**src/rtl/jev_pkg.sv**
```systemverilog
// Shared types and constants for the 3x3 Jacobi eigenvector block.
// Used by the iterative root/divide unit and by the top level.
package jev_pkg;

   localparam int AW = 38;
   localparam logic signed [AW-1:0] A_LIMIT = 38'sd7516192768;
   localparam logic signed [AW-1:0] ONE_Q30 = 38'sd1073741824;
   localparam logic [6:0] ROT_CAP = 7'd64;

   localparam logic CSR_STOP_THRESHOLD = 1'b0;
   localparam logic CSR_MAX_ROTATIONS = 1'b1;

   typedef enum logic {ITER_SQRT, ITER_DIV} iter_op_type;

   typedef struct packed {
      logic start;
      iter_op_type op;
      logic [63:0] arg;
      logic [32:0] den;
   } iter_req_type;

   typedef struct packed {
      logic done;
      logic [31:0] result;
   } iter_rsp_type;

endpackage

```
**src/rtl/jev_iter.sv**
```systemverilog
// Bit-serial unit for a rounded 64-bit square root and a 62-by-33-bit divide.
// Depends on jev_pkg for the request and response structs.
module jev_iter (
   input  logic clock,
   input  logic reset,
   input  jev_pkg::iter_req_type req,
   output jev_pkg::iter_rsp_type rsp
);

   logic busy_ff;
   logic done_ff;
   jev_pkg::iter_op_type op_ff;
   logic [5:0] cnt_ff;
   logic [63:0] rem_ff;
   logic [63:0] acc_ff;
   logic [63:0] aux_ff;
   logic [32:0] den_ff;

   logic [63:0] trial;
   logic [33:0] rem2;
   logic [63:0] root_rnd;

   assign trial = acc_ff + aux_ff;
   assign rem2 = {rem_ff[32:0], aux_ff[61]};
   assign root_rnd = acc_ff + 64'(rem_ff > acc_ff);
   assign rsp.done = done_ff;
   assign rsp.result = (op_ff == jev_pkg::ITER_SQRT) ? root_rnd[31:0] : acc_ff[31:0];

   always_ff @(posedge clock) begin
      if (reset) begin
         busy_ff <= 1'b0;
         done_ff <= 1'b0;
      end else begin
         done_ff <= 1'b0;
         if (!busy_ff && req.start) begin
            busy_ff <= 1'b1;
            op_ff <= req.op;
            acc_ff <= '0;
            den_ff <= req.den;
            if (req.op == jev_pkg::ITER_SQRT) begin
               rem_ff <= req.arg;
               aux_ff <= 64'd1 << 62;
               cnt_ff <= 6'd31;
            end else begin
               rem_ff <= '0;
               aux_ff <= req.arg;
               cnt_ff <= 6'd61;
            end
         end else if (busy_ff) begin
            if (op_ff == jev_pkg::ITER_SQRT) begin
               if (rem_ff >= trial) begin
                  rem_ff <= rem_ff - trial;
                  acc_ff <= (acc_ff >> 1) + aux_ff;
               end else begin
                  acc_ff <= acc_ff >> 1;
               end
               aux_ff <= aux_ff >> 2;
            end else begin
               if (rem2 >= {1'b0, den_ff}) begin
                  rem_ff <= 64'(rem2 - {1'b0, den_ff});
                  acc_ff <= {acc_ff[62:0], 1'b1};
               end else begin
                  rem_ff <= 64'(rem2);
                  acc_ff <= {acc_ff[62:0], 1'b0};
               end
               aux_ff <= aux_ff << 1;
            end
            if (cnt_ff == 6'd0) begin
               busy_ff <= 1'b0;
               done_ff <= 1'b1;
            end else begin
               cnt_ff <= cnt_ff - 6'd1;
            end
         end
      end
   end

endmodule

```
**config.mk**
```make
export PLATFORM = sky130hd
export DESIGN_NAME = jev_iter
export DESIGN_NICKNAME = d
export VERILOG_FILES = /design/src/rtl/jev_pkg.sv /design/src/rtl/jev_iter.sv
export SDC_FILE = /design/constraint.sdc
export NUM_CORES = 1
export LEC_CHECK = 0
export BUFFER_PORTS_ARGS = -buffer_cell sky130_fd_sc_hd__buf_2
export CAP_MARGIN = 20
export CORE_MARGIN = 4
export CORE_UTILIZATION = 55
export DETAILED_ROUTE_END_ITERATION = 12
export PLACE_DENSITY = 0.83
export SLEW_MARGIN = 20
export SYNTH_ARGS = -nofsm -noshare
export SYNTH_HDL_FRONTEND = slang
export SYNTH_SLANG_ARGS = --single-unit
```
**constraint.sdc**
```tcl
create_clock -name clock -period 8.7 [get_ports clock]
set_input_delay 0.87 -clock clock [delete_from_list [all_inputs] [get_ports clock]]
set_output_delay 0.87 -clock clock [all_outputs]
set_load 0.02 [all_outputs]
```
==> flow_summary.json <==
{
  "antenna_left": 0,
  "grt_use_total_pct": 34.2,
  "clock_skew_ps": 24.5,
  "post-route-util_pct": 59.8,
  "cell_leakage_power_nw": 11.9,
  "final-setup-viol-count": 0,
  "detail_route.drc_violations": 0,
  "rows": 80,
  "drc_marker_count_from_the_first_detailed_route_iteration": 3221,
  "crit-reg2reg-launch": "acc_ff[1]$_SDFFCE_PP0P_",
  "nNetsFinal": 3628,
  "finalSetupTns_ps": 0,
  "criticalPathCategory": "register to register",
  "flop_and_latch_count_out_of_synthesis": 234,
  "finalWorstPathRequiredPeriod_ps": 7580,
  "yosys.cell_types.count": 91,
  "synth.top_cells.by_area": "sky130_fd_sc_hd__edfxtp_1 (26%), sky130_fd_sc_hd__ha_1 (14%), sky130_fd_sc_hd__a21oi_1 (6.3%), sky130_fd_sc_hd__o21ai_0 (5.3%), sky130_fd_sc_hd__xnor2_1 (4.7%)",
  "regArea_sq_mm": 0.00701,
  "crit_arrival_ps": 7800,
  "die_h_um": 227,
  "synth_area_per_cell_sq_um": 8.27,
  "yosysTopAreaCell": "sky130_fd_sc_hd__edfxtp_1",
  "cts-hold-fix-buffers": 0,
  "detail_route.first_pass.iterations": 6,
  "postCtsSetupBuffers": 0,
  "final_wirelength_um": 92100,
  "yosysWarnings": 0,
  "setup_repair_after_global_routing_missed_its_margin": "false",
  "timing.critical_path.fanout_max": 64,
  "postSynth.topFlopCell": "sky130_fd_sc_hd__edfxtp_1",
  "grt.overflow.total": 0,
  "floorplan.initialDensity_pct": 55.6,
  "vias_in_the_first_global_route": 24038,
  "design.die.area_sq_mm": 0.0517,
  "final-hold-violation-count": 0,
  "dpl.hpwl_um": 70600,
  "min_path_type": "input port to register",
  "synth_async_sr_flop_share_pct": 0,
  "core_region_area_sq_mm": 0.0476,
  "cts_made_buffers": 31,
  "vias_per_cell": 6.78,
  "gp_congestion": 1.04,
  "synthesis.area_sq_mm": 0.0265,
  "tritoncts_num_sinks": 234,
  "io_pins": 134,
  "slew_headroom_pct": 21.5,
  "run_status": "completed",
  "cp-end-kind": "register",
  "hold-path-cell-count": 1,
  "route.vias.total": 26269,
  "post_drt_wl_per_cell_um": 23.8,
  "max-clock-path-buffers": 3,
  "initial_antenna_violation_count": 0,
  "synth_top_area_share_pct": 26.3,
  "count_of_flip_flops_with_a_built_in_enable_after_synthesis": 232,
  "first_pass_grt_wire_length_um": 139000,
  "synthCells": 3202,
  "regToRegEndpoint": "rem_ff[33]$_DFFE_PP_",
  "fmax_mhz": 132,
  "power_w": 0.00757,
  "timing.max_cap.violations": 0,
  "worst-endpoint-required_ps": 8920,
  "final_layout_size_suffix_gt1_share_pct": 8.26,
  "fin_crit_sh_pct": 87.2,
  "floorplan.die.width_um": 227,
  "launch_point_of_the_worst_hold_path": "req[19]",
  "rrSetupSlack_ps": 1120,
  "syn_nets": 3598,
  "clock_pin_transition_on_the_worst_setup_and_hold_timing_paths_ps": 60,
  "grt_start_max_net_pins": 75,
  "reg2reg_depth": 23,
  "seq_area_frac_synth_pct": 26.5,
  "htreeDepth": 1,
  "ir_drop_v": 0.000168,
  "area_occupied_by_multi_input_gates_sq_mm": 0.0183,
  "clock_latency_ps": 620,
  "final-max-slew-violation-count": 0,
  "hold-path-endpoint": "den_ff[19]$_DFFE_PP_",
  "syn_to_final_growth_pct": 7.69,
  "worst-slew-pin-transition_ps": 1160,
  "tritoncts": "built",
  "cts.repair.resized": 0,
  "pwr_density_cell_mw_per_mm2": 265,
  "filler_cell_count": 4316,
  "cp-start-kind": "register",
  "clock_tree.root_cell": "sky130_fd_sc_hd__clkbuf_16",
  "numPortBuffers": 133
}
-- sequential cells by signal, summed over array words and instances, names as in the netlist --
signal   cells
acc_ff      64
aux_ff      64
rem_ff      64
den_ff      33
cnt_ff       6
busy_ff      1
done_ff      1
op_ff        1
-- placed cells by master (no fill, tap or decap), types with 36 or more instances in the layout --
cell type,count
sky130_fd_sc_hd__a211oi_1,38
sky130_fd_sc_hd__mux2i_1,76
sky130_fd_sc_hd__nor2_1,157
sky130_fd_sc_hd__o21ai_0,283
sky130_fd_sc_hd__a22oi_1,36
sky130_fd_sc_hd__inv_1,145
sky130_fd_sc_hd__a21oi_1,335
sky130_fd_sc_hd__nand3_1,130
sky130_fd_sc_hd__xor2_1,90
sky130_fd_sc_hd__nand2_1,293
sky130_fd_sc_hd__o21bai_1,40
sky130_fd_sc_hd__nor2b_1,41
sky130_fd_sc_hd__a31oi_1,59
sky130_fd_sc_hd__xnor2_1,143
sky130_fd_sc_hd__ha_1,291
sky130_fd_sc_hd__nand4_1,78
sky130_fd_sc_hd__nor3_1,46
sky130_fd_sc_hd__edfxtp_1,232
sky130_fd_sc_hd__buf_2,133
sky130_fd_sc_hd__a21o_1,130
-- worst max-delay path: stages, from the launching register on --
cell                       delay [ps]
sky130_fd_sc_hd__edfxtp_1         540
sky130_fd_sc_hd__ha_1             370
sky130_fd_sc_hd__a211oi_1         260
sky130_fd_sc_hd__o21bai_1         110
sky130_fd_sc_hd__a21oi_1          500
sky130_fd_sc_hd__o31ai_1          370
sky130_fd_sc_hd__and4_1           340
sky130_fd_sc_hd__o31ai_1          290
sky130_fd_sc_hd__buf_4            190
sky130_fd_sc_hd__nor4bb_1          50
sky130_fd_sc_hd__a211oi_1         520
sky130_fd_sc_hd__nand2_1          140
sky130_fd_sc_hd__xnor2_1          160
sky130_fd_sc_hd__ha_1             410
sky130_fd_sc_hd__nand2_2          160
sky130_fd_sc_hd__nor3_4           300
sky130_fd_sc_hd__nand3_1          230
sky130_fd_sc_hd__or4_1            520
sky130_fd_sc_hd__o221a_2          300
sky130_fd_sc_hd__o31ai_4          230
sky130_fd_sc_hd__nor2_1            60
sky130_fd_sc_hd__buf_4            190
sky130_fd_sc_hd__nor2_4            80
sky130_fd_sc_hd__buf_4            760
-- through the flow --
step | hold WS [ps] | setup WS [ps] | std cells | instance area, sq um
after floorplan | 538 | 702 | 3202 | 26500
after global placement | 559 | 1590 | 3813 | 27500
after detailed placement | 571 | 1430 | 3813 | 27500
after CTS | 410 | 1340 | 3870 | 28500
after global routing | 412 | 922 | 3871 | 28500
final | 427 | 1120 | 3872 | 28500
-- Yosys cell counts (all sizes together) (42+ instances only) --
| cell | number |
|---|---|
| nand4 | 80 |
| ha | 291 |
| a211oi | 42 |
| clkbuf | 123 |
| nor2 | 163 |
| nor2b | 42 |
| a31oi | 63 |
| nor3 | 47 |
| mux2i | 76 |
| buf | 42 |
| xor2 | 90 |
| nand2 | 294 |
| xnor2 | 143 |
| edfxtp | 232 |
| a21o | 130 |
| nand3 | 130 |
| a21oi | 335 |
| o21ai | 295 |
| inv | 147 |
-- how the worst max path moves through the flow --
stage / start / end / slack [ps]
after floorplan: acc_ff[1]$_SDFFCE_PP0P_ / rem_ff[0]$_DFFE_PP_ / 700
after global placement: acc_ff[1]$_SDFFCE_PP0P_ / rem_ff[32]$_DFFE_PP_ / 1590
after detailed placement: acc_ff[1]$_SDFFCE_PP0P_ / rem_ff[32]$_DFFE_PP_ / 1430
after CTS: acc_ff[59]$_SDFFCE_PP0P_ / rsp[29] / 1340
after global routing: acc_ff[1]$_SDFFCE_PP0P_ / rem_ff[33]$_DFFE_PP_ / 920
final: acc_ff[1]$_SDFFCE_PP0P_ / rem_ff[33]$_DFFE_PP_ / 1120
-- logic make-up (layout without fill, tap and decap cells) --
| logic type | Yosys count | after routing | synth area share (%) |
|---|---|---|---|
| fa+ha+maj | 295 | 295 | 14.1 |
| flops | 234 | 234 | 26.5 |
| xor+xnor | 233 | 233 | 7.71 |
| other cells | 0 | 1 | 0 |
| compound gates | 1145 | 1145 | 27.5 |
| simple gates | 902 | 902 | 16.5 |
| buf+inv | 312 | 366 | 4.65 |
| mux | 81 | 81 | 3.09 |
-- power by group --
part | leakage, nW | internal, W | switching, W
clock network | 0.482 | 0.000739 | 0.000560
registers | 2.24 | 0.00148 | 0.000212
logic | 9.14 | 0.00172 | 0.00286
-- metal layers --
metal | up-vias | global-route usage (%) | routed length (um) | share of wire, %
met2 | 1608 | 52.4 | 39800 | 43
met4 | 0 | 12.8 | 4190 | 4.5
met3 | 236 | 8.02 | 10800 | 12
li1 | 12137 | - | - | -
met1 | 12288 | 47.4 | 37300 | 41
met5 | - | 0 | 0 | 0
-- final cells by class --
type	instances	share of cell area (%)
inverters	147	1.95
repair buffers	162	3.14
clock inverters	16	0.522
diodes	1	0.00878
clock buffers	41	2.96
multi-input cells	2656	64.1
flip-flops and latches	234	24.6
well taps	615	2.70
Note: power is estimated with default switching activity, not from simulation.
